$ cat src/rtl/core/tbcf_pkg.sv
// Package for the two-band crossover filter: widths, codes, control struct
// and the saturation helpers used by the datapath.
// No dependencies.
package tbcf_pkg;

    localparam int SAMPLE_W  = 24;
    localparam int COEF_W    = 24;
    localparam int COEF_FRAC = 20;
    localparam int GUARD_W   = 8;
    localparam int STATE_W   = SAMPLE_W + 16;
    localparam int HALF_W    = STATE_W / 2;
    localparam int MB_W      = (SAMPLE_W > HALF_W + 1) ? SAMPLE_W : HALF_W + 1;
    localparam int PROD_W    = COEF_W + MB_W;
    localparam int P_SHIFT   = COEF_FRAC - GUARD_W;
    localparam int PS_W      = ((PROD_W > STATE_W + P_SHIFT) ? PROD_W : STATE_W + P_SHIFT) + 1;
    localparam int T_W       = PS_W - P_SHIFT;
    localparam int ACC_W     = COEF_W + STATE_W;
    localparam int Q_W       = ACC_W - COEF_FRAC;
    localparam int DIFF_W    = T_W + 1;
    localparam int YR_W      = STATE_W + 1;
    localparam int R_W       = YR_W - GUARD_W;
    localparam int SR_W      = R_W + 1;
    localparam int NUM_REGS  = 8;
    localparam int IDX_W     = $clog2(NUM_REGS);

    typedef enum logic [IDX_W-1:0] {
        REG_LOW_FF0,
        REG_LOW_FF1,
        REG_LOW_FF2,
        REG_HIGH_FF0,
        REG_HIGH_FF1,
        REG_HIGH_FF2,
        REG_FB1,
        REG_FB2
    } reg_idx_t;

    typedef enum logic [0:0] {
        ST_IDLE,
        ST_RUN
    } state_t;

    typedef enum logic [3:0] {
        STEP_MUL_FF0,
        STEP_Y,
        STEP_T1,
        STEP_T2,
        STEP_ACC_Q1,
        STEP_Q1,
        STEP_D1,
        STEP_Q2,
        STEP_D2
    } step_t;

    typedef enum logic [2:0] {
        CSEL_FF0,
        CSEL_FF1,
        CSEL_FF2,
        CSEL_FB1,
        CSEL_FB2
    } coef_sel_t;

    typedef struct packed {
        logic  busy;
        logic  high;
        step_t step;
        logic  finish;
    } ctl_t;

    function automatic logic signed [STATE_W-1:0] sat_state(input logic signed [ACC_W-1:0] v);
        logic signed [ACC_W-1:0] hi;
        logic signed [ACC_W-1:0] lo;
        hi = {{(ACC_W-STATE_W+1){1'b0}}, {(STATE_W-1){1'b1}}};
        lo = ~hi;
        if (v > hi) begin
            return STATE_W'(hi);
        end else if (v < lo) begin
            return STATE_W'(lo);
        end
        return STATE_W'(v);
    endfunction

    function automatic logic signed [SAMPLE_W-1:0] sat_sample(input logic signed [SR_W-1:0] v);
        logic signed [SR_W-1:0] hi;
        logic signed [SR_W-1:0] lo;
        hi = {{(SR_W-SAMPLE_W+1){1'b0}}, {(SAMPLE_W-1){1'b1}}};
        lo = ~hi;
        if (v > hi) begin
            return SAMPLE_W'(hi);
        end else if (v < lo) begin
            return SAMPLE_W'(lo);
        end
        return SAMPLE_W'(v);
    endfunction

endpackage

$ cat src/rtl/core/two_band_crossover_filter.sv
// Two-band crossover: a low-pass and a high-pass biquad in transposed direct
// form II sharing their feedback coefficients, with one time-shared
// multiplier. Each band runs nine multiplier/accumulate steps, set by the
// seven products per band through the single multiplier; the block is
// ready again after both bands. The result waits in an output register, so
// the block takes the next item while it is unread; it holds its last step
// only if a second result would overwrite an unread one. Coefficients are
// to be written only while idle; the block itself does not enforce this.
// Depends on tbcf_pkg, tbcf_coef_regs, tbcf_mul and tbcf_ctrl.
module two_band_crossover_filter
    import tbcf_pkg::*;
(
    input  logic                       aclk,
    input  logic                       aresetn,
    input  logic                       cfg_we,
    input  logic [IDX_W-1:0]           cfg_index,
    input  logic [COEF_W-1:0]          cfg_data,
    input  logic                       s_valid,
    output logic                       s_ready,
    input  logic signed [SAMPLE_W-1:0] s_sample,
    output logic                       m_valid,
    input  logic                       m_ready,
    output logic signed [SAMPLE_W-1:0] m_low_band,
    output logic signed [SAMPLE_W-1:0] m_high_band
);

    localparam logic signed [PS_W-1:0] P_HALF =
        {{(PS_W-P_SHIFT){1'b0}}, 1'b1, {(P_SHIFT-1){1'b0}}};
    localparam logic signed [ACC_W-1:0] Q_HALF =
        {{(ACC_W-COEF_FRAC){1'b0}}, 1'b1, {(COEF_FRAC-1){1'b0}}};
    localparam logic signed [YR_W-1:0] G_HALF =
        {{(YR_W-GUARD_W){1'b0}}, 1'b1, {(GUARD_W-1){1'b0}}};

    ctl_t                       ctl;
    logic                       out_free;
    coef_sel_t                  coef_sel;
    logic signed [COEF_W-1:0]   coef;
    logic signed [MB_W-1:0]     mul_b;
    logic signed [PROD_W-1:0]   prod;

    logic signed [SAMPLE_W-1:0] sample_reg;
    logic signed [STATE_W-1:0]  y_reg;
    logic signed [T_W-1:0]      t1_reg, t2_reg;
    logic signed [ACC_W-1:0]    acc_reg;
    logic signed [STATE_W-1:0]  q_reg;
    logic signed [STATE_W-1:0]  low_d1_reg, low_d2_reg, high_d1_reg, high_d2_reg;
    logic signed [SAMPLE_W-1:0] lo_pend_reg;
    logic signed [SAMPLE_W-1:0] m_low_band_reg, m_high_band_reg;
    logic                       m_valid_reg;

    logic signed [STATE_W-1:0]  d1_cur, d2_cur, d_sel;
    logic signed [PS_W-1:0]     p_sum;
    logic signed [T_W-1:0]      p_round;
    logic signed [ACC_W-1:0]    acc_load, q_sum;
    logic signed [Q_W-1:0]      q_shift;
    logic signed [STATE_W-1:0]  q_next;
    logic signed [T_W-1:0]      t_sel;
    logic signed [DIFF_W-1:0]   diff;
    logic signed [STATE_W-1:0]  d_new;
    logic signed [YR_W-1:0]     yr_sum;
    logic signed [R_W-1:0]      yr;
    logic signed [SAMPLE_W-1:0] lo_sat, hi_sat;

    assign out_free = !m_valid_reg || m_ready;

    tbcf_ctrl u_ctrl (
        .aclk     (aclk),
        .aresetn  (aresetn),
        .s_valid  (s_valid),
        .out_free (out_free),
        .s_ready  (s_ready),
        .ctl      (ctl)
    );

    tbcf_coef_regs u_coef (
        .aclk      (aclk),
        .aresetn   (aresetn),
        .cfg_we    (cfg_we),
        .cfg_index (cfg_index),
        .cfg_data  (cfg_data),
        .high      (ctl.high),
        .sel       (coef_sel),
        .coef      (coef)
    );

    tbcf_mul u_mul (
        .aclk (aclk),
        .a    (coef),
        .b    (mul_b),
        .prod (prod)
    );

    // Operand select: feed-forward products on the sample, feedback products
    // on the two halves of y (low half unsigned, high half signed).
    always_comb begin
        case (ctl.step)
            STEP_MUL_FF0: begin
                coef_sel = CSEL_FF0;
                mul_b    = MB_W'(sample_reg);
            end
            STEP_Y: begin
                coef_sel = CSEL_FF1;
                mul_b    = MB_W'(sample_reg);
            end
            STEP_T1: begin
                coef_sel = CSEL_FF2;
                mul_b    = MB_W'(sample_reg);
            end
            STEP_T2: begin
                coef_sel = CSEL_FB1;
                mul_b    = MB_W'({1'b0, y_reg[HALF_W-1:0]});
            end
            STEP_ACC_Q1: begin
                coef_sel = CSEL_FB1;
                mul_b    = MB_W'(signed'(y_reg[STATE_W-1:HALF_W]));
            end
            STEP_Q1: begin
                coef_sel = CSEL_FB2;
                mul_b    = MB_W'({1'b0, y_reg[HALF_W-1:0]});
            end
            STEP_D1: begin
                coef_sel = CSEL_FB2;
                mul_b    = MB_W'(signed'(y_reg[STATE_W-1:HALF_W]));
            end
            default: begin
                coef_sel = CSEL_FF0;
                mul_b    = '0;
            end
        endcase
    end

    assign d1_cur = ctl.high ? high_d1_reg : low_d1_reg;
    assign d2_cur = ctl.high ? high_d2_reg : low_d2_reg;

    always_comb begin
        case (ctl.step)
            STEP_Y:  d_sel = d1_cur;
            STEP_T1: d_sel = d2_cur;
            default: d_sel = '0;
        endcase
    end

    // Fold the delay word in before the rounding shift: the floor is exact.
    assign p_sum   = PS_W'(prod) + P_HALF + (PS_W'(d_sel) <<< P_SHIFT);
    assign p_round = T_W'(p_sum >>> P_SHIFT);

    assign acc_load = ACC_W'(prod) + Q_HALF;
    assign q_sum    = acc_reg + (ACC_W'(prod) <<< HALF_W);
    assign q_shift  = Q_W'(q_sum >>> COEF_FRAC);
    assign q_next   = sat_state(ACC_W'(q_shift));

    assign t_sel = (ctl.step == STEP_D1) ? t1_reg : t2_reg;
    assign diff  = DIFF_W'(t_sel) - DIFF_W'(q_reg);
    assign d_new = sat_state(ACC_W'(diff));

    assign yr_sum = YR_W'(y_reg) + G_HALF;
    assign yr     = R_W'(yr_sum >>> GUARD_W);
    assign lo_sat = sat_sample(SR_W'(yr));
    assign hi_sat = sat_sample(-SR_W'(yr));

    always_ff @(posedge aclk) begin
        if (s_valid && s_ready) begin
            sample_reg <= s_sample;
        end
        if (ctl.busy) begin
            case (ctl.step)
                STEP_Y:      y_reg   <= sat_state(ACC_W'(p_round));
                STEP_T1:     t1_reg  <= p_round;
                STEP_T2:     t2_reg  <= p_round;
                STEP_ACC_Q1: acc_reg <= acc_load;
                STEP_Q1:     q_reg   <= q_next;
                STEP_D1:     acc_reg <= acc_load;
                STEP_Q2:     q_reg   <= q_next;
                STEP_D2: begin
                    if (!ctl.high) begin
                        lo_pend_reg <= lo_sat;
                    end
                end
                default: ;
            endcase
        end
        if (ctl.finish) begin
            m_low_band_reg  <= lo_pend_reg;
            m_high_band_reg <= hi_sat;
        end
    end

    always_ff @(posedge aclk) begin
        if (!aresetn) begin
            low_d1_reg  <= '0;
            low_d2_reg  <= '0;
            high_d1_reg <= '0;
            high_d2_reg <= '0;
        end else if (ctl.busy) begin
            case (ctl.step)
                STEP_D1: begin
                    if (ctl.high) begin
                        high_d1_reg <= d_new;
                    end else begin
                        low_d1_reg <= d_new;
                    end
                end
                STEP_D2: begin
                    if (ctl.high) begin
                        high_d2_reg <= d_new;
                    end else begin
                        low_d2_reg <= d_new;
                    end
                end
                default: ;
            endcase
        end
    end

    always_ff @(posedge aclk) begin
        if (!aresetn) begin
            m_valid_reg <= 1'b0;
        end else if (ctl.finish) begin
            m_valid_reg <= 1'b1;
        end else if (m_ready) begin
            m_valid_reg <= 1'b0;
        end
    end

    assign m_valid     = m_valid_reg;
    assign m_low_band  = m_low_band_reg;
    assign m_high_band = m_high_band_reg;

endmodule

$ cat src/rtl/core/tbcf_coef_regs.sv
// Coefficient register file for the crossover filter; selects the
// coefficient the shared multiplier needs for the current section.
// Depends on tbcf_pkg.
module tbcf_coef_regs
    import tbcf_pkg::*;
(
    input  logic                     aclk,
    input  logic                     aresetn,
    input  logic                     cfg_we,
    input  logic [IDX_W-1:0]         cfg_index,
    input  logic [COEF_W-1:0]        cfg_data,
    input  logic                     high,
    input  coef_sel_t                sel,
    output logic signed [COEF_W-1:0] coef
);

    logic signed [COEF_W-1:0] low_ff0_reg, low_ff1_reg, low_ff2_reg;
    logic signed [COEF_W-1:0] high_ff0_reg, high_ff1_reg, high_ff2_reg;
    logic signed [COEF_W-1:0] fb1_reg, fb2_reg;

    always_ff @(posedge aclk) begin
        if (!aresetn) begin
            low_ff0_reg  <= '0;
            low_ff1_reg  <= '0;
            low_ff2_reg  <= '0;
            high_ff0_reg <= '0;
            high_ff1_reg <= '0;
            high_ff2_reg <= '0;
            fb1_reg      <= '0;
            fb2_reg      <= '0;
        end else if (cfg_we) begin
            case (reg_idx_t'(cfg_index))
                REG_LOW_FF0:  low_ff0_reg  <= cfg_data;
                REG_LOW_FF1:  low_ff1_reg  <= cfg_data;
                REG_LOW_FF2:  low_ff2_reg  <= cfg_data;
                REG_HIGH_FF0: high_ff0_reg <= cfg_data;
                REG_HIGH_FF1: high_ff1_reg <= cfg_data;
                REG_HIGH_FF2: high_ff2_reg <= cfg_data;
                REG_FB1:      fb1_reg      <= cfg_data;
                REG_FB2:      fb2_reg      <= cfg_data;
                default: ;
            endcase
        end
    end

    always_comb begin
        case (sel)
            CSEL_FF0: coef = high ? high_ff0_reg : low_ff0_reg;
            CSEL_FF1: coef = high ? high_ff1_reg : low_ff1_reg;
            CSEL_FF2: coef = high ? high_ff2_reg : low_ff2_reg;
            CSEL_FB1: coef = fb1_reg;
            CSEL_FB2: coef = fb2_reg;
            default:  coef = '0;
        endcase
    end

endmodule

$ cat src/rtl/core/tbcf_mul.sv
// Shared signed multiplier of the crossover filter with a registered product.
// Depends on tbcf_pkg.
module tbcf_mul
    import tbcf_pkg::*;
(
    input  logic                     aclk,
    input  logic signed [COEF_W-1:0] a,
    input  logic signed [MB_W-1:0]   b,
    output logic signed [PROD_W-1:0] prod
);

    logic signed [PROD_W-1:0] prod_reg;
    logic signed [PROD_W-1:0] prod_next;

    assign prod_next = PROD_W'(a) * PROD_W'(b);

    always_ff @(posedge aclk) begin
        prod_reg <= prod_next;
    end

    assign prod = prod_reg;

endmodule

$ cat src/rtl/core/tbcf_ctrl.sv
// Sequencer of the crossover filter: walks the nine steps of each section,
// low band first; holds the high band's last step while the slot is full.
// Depends on tbcf_pkg.
module tbcf_ctrl
    import tbcf_pkg::*;
(
    input  logic aclk,
    input  logic aresetn,
    input  logic s_valid,
    input  logic out_free,
    output logic s_ready,
    output ctl_t ctl
);

    state_t state_reg, state_next;
    step_t  step_reg, step_next;
    logic   high_reg, high_next;

    function automatic step_t succ(input step_t s);
        case (s)
            STEP_MUL_FF0: return STEP_Y;
            STEP_Y:       return STEP_T1;
            STEP_T1:      return STEP_T2;
            STEP_T2:      return STEP_ACC_Q1;
            STEP_ACC_Q1:  return STEP_Q1;
            STEP_Q1:      return STEP_D1;
            STEP_D1:      return STEP_Q2;
            STEP_Q2:      return STEP_D2;
            default:      return STEP_MUL_FF0;
        endcase
    endfunction

    always_ff @(posedge aclk) begin
        if (!aresetn) begin
            state_reg <= ST_IDLE;
            step_reg  <= STEP_MUL_FF0;
            high_reg  <= 1'b0;
        end else begin
            state_reg <= state_next;
            step_reg  <= step_next;
            high_reg  <= high_next;
        end
    end

    always_comb begin
        state_next = state_reg;
        step_next  = step_reg;
        high_next  = high_reg;
        case (state_reg)
            ST_IDLE: begin
                if (s_valid) begin
                    state_next = ST_RUN;
                    step_next  = STEP_MUL_FF0;
                    high_next  = 1'b0;
                end
            end
            ST_RUN: begin
                if (step_reg == STEP_D2) begin
                    if (!high_reg) begin
                        high_next = 1'b1;
                        step_next = STEP_MUL_FF0;
                    end else if (out_free) begin
                        state_next = ST_IDLE;
                        step_next  = STEP_MUL_FF0;
                        high_next  = 1'b0;
                    end
                end else begin
                    step_next = succ(step_reg);
                end
            end
            default: begin
                state_next = ST_IDLE;
                step_next  = STEP_MUL_FF0;
                high_next  = 1'b0;
            end
        endcase
    end

    always_comb begin
        s_ready    = (state_reg == ST_IDLE);
        ctl.busy   = (state_reg == ST_RUN);
        ctl.high   = high_reg;
        ctl.step   = step_reg;
        ctl.finish = (state_reg == ST_RUN) && (step_reg == STEP_D2) && high_reg && out_free;
    end

    a_start: assert property (@(posedge aclk) disable iff (!aresetn)
        (s_valid && s_ready) |=> (state_reg == ST_RUN && step_reg == STEP_MUL_FF0 && !high_reg))
        else $error("sequencer did not start at the first step of the low band");

    a_stall_hold: assert property (@(posedge aclk) disable iff (!aresetn)
        (state_reg == ST_RUN && step_reg == STEP_D2 && high_reg && !out_free)
        |=> (state_reg == ST_RUN && step_reg == STEP_D2 && high_reg))
        else $error("final step left while the result slot was full");

    a_finish_idle: assert property (@(posedge aclk) disable iff (!aresetn)
        ctl.finish |=> s_ready)
        else $error("block not ready after finishing an item");

    a_band_order: assert property (@(posedge aclk) disable iff (!aresetn)
        $rose(high_reg) |-> ($past(step_reg) == STEP_D2))
        else $error("high band started before the low band finished");

endmodule
$ cat config.mk
export PLATFORM = sky130hd
export DESIGN_NAME = two_band_crossover_filter
export DESIGN_NICKNAME = d
export VERILOG_FILES = /design/src/rtl/core/tbcf_pkg.sv /design/src/rtl/core/two_band_crossover_filter.sv /design/src/rtl/core/tbcf_coef_regs.sv /design/src/rtl/core/tbcf_mul.sv /design/src/rtl/core/tbcf_ctrl.sv
export SDC_FILE = /design/constraint.sdc
export NUM_CORES = 2
export LEC_CHECK = 0
export ABC_AREA = 1
export BUFFER_PORTS_ARGS = -buffer_cell sky130_fd_sc_hd__buf_2
export CAP_MARGIN = 20
export CORE_MARGIN = 4
export CORE_UTILIZATION = 40
export CTS_BUF_LIST = sky130_fd_sc_hd__clkbuf_2
export CTS_CLUSTER_DIAMETER = 150
export DETAILED_ROUTE_END_ITERATION = 6
export PLACE_DENSITY = 0.6
export SLEW_MARGIN = 10
export SYNTH_ARGS = -nofsm -noshare
export SYNTH_HDL_FRONTEND = slang
export SYNTH_SLANG_ARGS = --single-unit
$ cat constraint.sdc
create_clock -name aclk -period 11.8 [get_ports aclk]
set_input_delay 2.36 -clock aclk [delete_from_list [all_inputs] [get_ports aclk]]
set_output_delay 2.36 -clock aclk [all_outputs]
set_load 0.1 [all_outputs]
* Word-level counts from Yosys, hierarchy flattened
Memories as Yosys holds them, arrays and structs flattened. A register that Yosys moved wholly into a read port is not among the register bits.
Index checks and enable logic that the tools add are counted.
** Storage, ports and cells
- Register bits after elaboration :: 729
- Input bits :: 56
- Bits in read-only memories :: 32
- Logic and storage cells :: 159
- Output and inout port bits :: 50
- Memories :: 1
** Operators by class
- $lt $le $gt $ge :: 10
- Bitwise logic cells :: 2
- $mul :: 1
- Add/sub/neg operators :: 7
- Reduce and logical (&&, ||, !) cells :: 35
- Muxes and demuxes :: 55
- Equality and inequality tests :: 22
** Memories
- (name not given) :: words 8, bits a word 4, read ports 1, clocked after memory_dff 1, wr ports 0, line tbcf_ctrl.sv:20 : case (s)
** Operator list (number)
- two-way mux 40 bit :: 11
- two-way mux 24 bit :: 9
- one-hot mux 24 bit (5 select lines) :: 1
- one-hot mux 40 bit (2 select lines) :: 1
- one-hot mux 24 bit (3 select lines) :: 1
- adder 64 bit :: 1
- adder 49 x 52 -> 53 bit :: 1
- adder 48 x 13 -> 49 bit (second input constant) :: 1
- adder 48 x 21 -> 49 bit (second input constant) :: 1
- multiplier 24 x 24 -> 48 bit :: 1
- greater-than comparator 44 x 40 -> 1 bit (second input constant) :: 1
- < comparator 44 x 40 -> 1 bit (second input constant) :: 1
- greater-than comparator 42 x 40 -> 1 bit (second input constant) :: 1
- < comparator 42 x 40 -> 1 bit (second input constant) :: 1
- subtractor 41 x 40 -> 42 bit :: 1
- adder 40 x 9 -> 41 bit (second input constant) :: 1
- greater-than comparator 41 x 40 -> 1 bit (second input constant) :: 1
- < comparator 41 x 40 -> 1 bit (second input constant) :: 1
- two-way mux 41 bit :: 1
- greater-than comparator 34 x 24 -> 1 bit (second input constant) :: 1
- < comparator 34 x 24 -> 1 bit (second input constant) :: 1
- negator 33 -> 34 bit :: 1
- greater-than comparator 33 x 24 -> 1 bit (second input constant) :: 1
- < comparator 33 x 24 -> 1 bit (second input constant) :: 1
- other kinds (26) :: 90

* Depth between registers and ports, before layout
- Depth in word-level cells :: 9
- Mapped depth :: 41
- Depth with buffers taken out :: 40

* By module
A second synthesis with hierarchy kept.
** Unflattened totals
- Cell total of the unflattened synthesis :: 8381
- Area total of the unflattened synthesis :: 62080.8 µm²
** Modules (own cells, without submodules)
- two_band_crossover_filter :: sequential area each 11841.4 µm², area each 29132.9 µm², cells an instance 3903, instances 1
- tbcf_mul :: sequential area each 960.9 µm², area each 24016.8 µm², cells an instance 3101, instances 1
- tbcf_coef_regs :: sequential area each 3843.7 µm², area each 8465.6 µm², cells an instance 1320, instances 1
- tbcf_ctrl :: sequential area each 200.2 µm², area each 465.4 µm², cells an instance 57, instances 1

* Least setup slack after synthesis
Ideal clock, no wire load.
- Kind :: register to register
- From :: register u_ctrl.step_reg[1]
- To :: register u_mul.prod_reg[45], in the netlist u_mul.prod[45]
- Cell stages (with the launch flop) :: 32
- Path slack :: 3.555 ns
- Period minus slack after synthesis :: 8.245 ns
- Library setup time :: 0.125 ns
- Buffers on the path :: 3
- Arrival time :: 8.120 ns
- Required time :: 11.675 ns
- Cell sequence :: dfxtp_1 > clkbuf_1 > inv_1 > nor3_2 > clkbuf_1 > a221oi_1 > nor2_1 > a221oi_1 > nand2_1 > inv_1 > clkbuf_1 > nor2_1 > fa_1 > fa_1 > inv_1 > fa_1 > inv_1 > fa_1 > fa_1 > fa_1 > inv_1 > fa_1 > inv_1 > ha_1 > nand2_1 > nor2_1 > inv_1 > nor4_1 > nand4_1 > nand3_1 > a31oi_1 > xor2_1
** On the way
- Cells in the longest elaborated chain, start to end :: 6
- Elaborated cells on any way between the ends :: 21
- Those cells by class :: mul (1); eq/ne (10); mux (3); reduce/logical (7)
** RTL lines
- start, declared :: line tbcf_ctrl.sv:16 : step_t step_reg, step_next;
- start signal, assigned :: line tbcf_ctrl.sv:40 : step_reg <= step_next;
- equality test 4 x 3 -> 1 bit or equality test 4 x 2 -> 1 bit (tied branches) :: line two_band_crossover_filter.sv:96 : case (ctl.step)
- OR reduction 2 bit (no source line)
- one-hot mux 3 bit (4 select lines) :: line two_band_crossover_filter.sv:96
- equality test 3 bit, or another cell as far along :: line tbcf_coef_regs.sv:47 : case (sel)
- one-hot mux 24 bit (5 select lines) :: line tbcf_coef_regs.sv:47
- multiplier 24 x 24 -> 48 bit * :: line tbcf_mul.sv:15 : assign prod_next = PROD_W'(a) * PROD_W'(b);
- named net u_mul.prod_next[45] :: line tbcf_mul.sv:13 : logic signed [PROD_W-1:0] prod_next;
- end signal, assigned :: line tbcf_mul.sv:18 : prod_reg <= prod_next;
- end, declared :: line tbcf_mul.sv:12 : logic signed [PROD_W-1:0] prod_reg;
The timed path passes the listed nets; every way through them passes the cells marked *.
A chain may end at the register's enable or synchronous reset.

* Worst setup path after layout
- From :: register u_ctrl.step_reg[2]
- To :: register u_mul.prod_reg[45], in the netlist u_mul.prod[45]
The elaborated chain is that of the path after synthesis.

==> results_dict.tcl <==
set metrics [dict create \
    status "finished, final reports clean" \
    cts_hold_buf 0 \
    syn_area_um2 59200 \
    worst-path-max-fanout 23 \
    fin_crit_sh 0.832 \
    ys_seq_elements 698 \
    p_leak_nw 31.0 \
    syn_area_per_cell_um2 7.71 \
    area_growth_pct 7.27 \
    cts_resized 0 \
    antenna_found_initial 10 \
    dp_hpwl_um 149000 \
    synth_warnings 0 \
    route.detailed.drc 0 \
    dieHeight_um 393 \
    grtUsageTotal 0.254 \
    setup.worst_path.start_class "register" \
    critPathMaxStageDelay_ns 0.85 \
    clock_path_buffers 3 \
    synth_cells 7683 \
    max-slew-margin-rel 0.246 \
    grt_start_max_net_pins 200 \
    tightest_slew_ns 1.13 \
    finalNonFillerCells 9824 \
    clock-sinks 698 \
    multi_input_area_um2 36000 \
    die_w_um 393 \
    dp_cells 9479 \
    min_path_type "register to register" \
    fmax_ghz 0.102 \
    grt_first_pass_wirelength_um 300000 \
    drt_iter0_drc 4190 \
    port_buffers 105 \
    setup_viol 0 \
    synth_edf_count 287 \
    drt_first_pass_iters 6 \
    fillers 15100 \
    setup_tns_ns 0 \
    power_density_nw_per_um2 149 \
    cp.buffers_inverters 10 \
    dieArea_um2 154000 \
    fp-row-count 140 \
    rr_worst_depth 32 \
    ir_drop_v 0.000114 \
    fin_util 0.434 \
    asyncSetResetFlopFracSynth 0 \
    cts.htree.levels 4 \
    crit_cells 32 \
    pin_count 106 \
    clk_latency_ns 1.60 \
    finalHoldViolCount 0 \
    skew_ns 0.183 \
    synth_top_cells_by_area "fa_1 (21%), edfxtp_1 (15%), dfxtp_1 (14%)" \
    cp_slowest_cell "fa_1" \
    fin_nets 8678 \
    clkTransAtPathRegs_ns 0.10 \
    num_vias 50900 \
    numCtsBuffers 183 \
    drv_slew 0 \
    rsz0062_at_grt "false" \
    synthFlopType "dfxtp_1" \
    via_per_inst 5.18 \
    path_class "register to register" \
    ys_seq_area_frac 0.284 \
    grt_overflow 0 \
    cts_tree "built" \
    grt_pass1_vias 50200 \
    netlist.area_leader.share 0.206 \
    critical_path.top_delay_family "adder cells" \
    yosysUniqueCellTypes 61 \
    wire_per_inst_um 20.0 \
    initial_utilization 0.404 \
    seq_area_um2 16800 \
    largest_register_ffs 48 \
    ant_nets 0 \
    core-area_um2 146000 \
    drt-total-wl_um 196000 \
    yosys.area.top_type "fa_1" \
    setup_ws_ns 1.99 \
    cp.required_ns 13.17 \
    syn_nets 8613 \
    cp-end-kind "register" \
    dp_slack_ns 2.05 \
    post-route-min-period_ns 9.81 \
    hold_depth 0 \
    post_cts.repair.setup_buffers 0 \
    cpMostUsedCell "inv_1" \
    cap_violations 0 \
    place.gp.congestion 0.967 \
    cp_data_arrival_time_ns 11.19 \
    drive_gt1_frac 0.0705 \
    cts-root-buf "clkbuf_2" \
]
## kinds of logic (layout without fill, tap and decap cells)
group	after synthesis	in the layout	share of synthesized area
AO/OA/AOI/OAI	1009	1009	0.0974
XOR/XNOR	232	232	0.0344
adder cells (fa/ha/maj)	874	874	0.262
buffers and inverters	1697	1911	0.109
flip-flops	698	698	0.284
multiplexers	1	1	0.000169
other	0	10	0
AND/OR/NAND/NOR	3172	3172	0.212
## where the power goes
part | leakage, nW | internal (mW) | switching, mW | total (mW)
Combinational | 23.7 | 1.53 | 3.05 | 4.58
Sequential | 5.93 | 2.82 | 0.269 | 3.08
Clock | 1.32 | 0.700 | 1.11 | 1.81
Total | 31.0 | 5.04 | 4.42 | 9.47
## placed cells by master, fill, tap and decap left out, drive strengths merged, types with 287 or more instances in the layout
cell type,netlist,layout
nand2,1692,1692
o21ai,446,446
edfxtp,287,287
a21oi,322,322
nor2,1116,1116
inv,1373,1382
fa,610,610
dfxtp,411,411
## synth_stat cells (8+ instances only)
cell / number
nand4_1: 22
nand2_2: 8
o21bai_1: 18
a21boi_0: 8
inv_1: 1363
inv_2: 10
o21a_1: 15
a21oi_1: 322
clkbuf_2: 20
edfxtp_1: 287
nor4_1: 23
nand2_1: 1684
dfxtp_1: 411
clkbuf_1: 244
a31oi_1: 40
fa_1: 610
o21ai_0: 441
a221oi_1: 73
xor2_1: 150
ha_1: 264
nor2_1: 1100
a21o_1: 16
buf_2: 28
nor2_2: 14
nand3_1: 261
a22o_1: 39
clkinv_1: 11
xnor2_1: 81
buf_1: 14
nor3_1: 31
## through the flow
stage / hold slack, ns / area (um2) / total power, mW
after floorplan: 0.400 / 59200 / 6.18
after global placement: 0.406 / 61700 / 7.64
after detailed placement: 0.405 / 61700 / 7.67
after CTS: 0.428 / 63500 / 9.51
after global routing: 0.427 / 63500 / 10.2
final: 0.427 / 63500 / 9.47
## routing by layer
metal | track usage | share of wire
met5 | 0 | 0.00038
met2 | 0.407 | 0.46
met4 | 0.0842 | 0.033
met3 | 0.0453 | 0.075
met1 | 0.347 | 0.44
## area by class of cell
cell class | count | area share
antenna | 10 | 0.000394
inverter | 1384 | 0.0818
clock buffer | 264 | 0.0208
timing repair buffer | 193 | 0.0192
tap | 1917 | 0.0378
clock inverter | 70 | 0.00729
sequential | 698 | 0.265
multi-input combinational | 5288 | 0.567
## final timing paths
kind                                   start  slack, ns                        to
max          u_ctrl.step_reg[2]$_SDFFE_PN0P_       1.99    u_mul.prod[45]$_DFF_P_
max reg2reg  u_ctrl.step_reg[2]$_SDFFE_PN0P_       1.99    u_mul.prod[45]$_DFF_P_
min                lo_pend_reg[16]$_DFFE_PP_       0.43  m_low_band[16]$_DFFE_PP_
min reg2reg        lo_pend_reg[16]$_DFFE_PP_       0.43  m_low_band[16]$_DFFE_PP_
No activity file was read; power rests on OpenSTA's default activity.
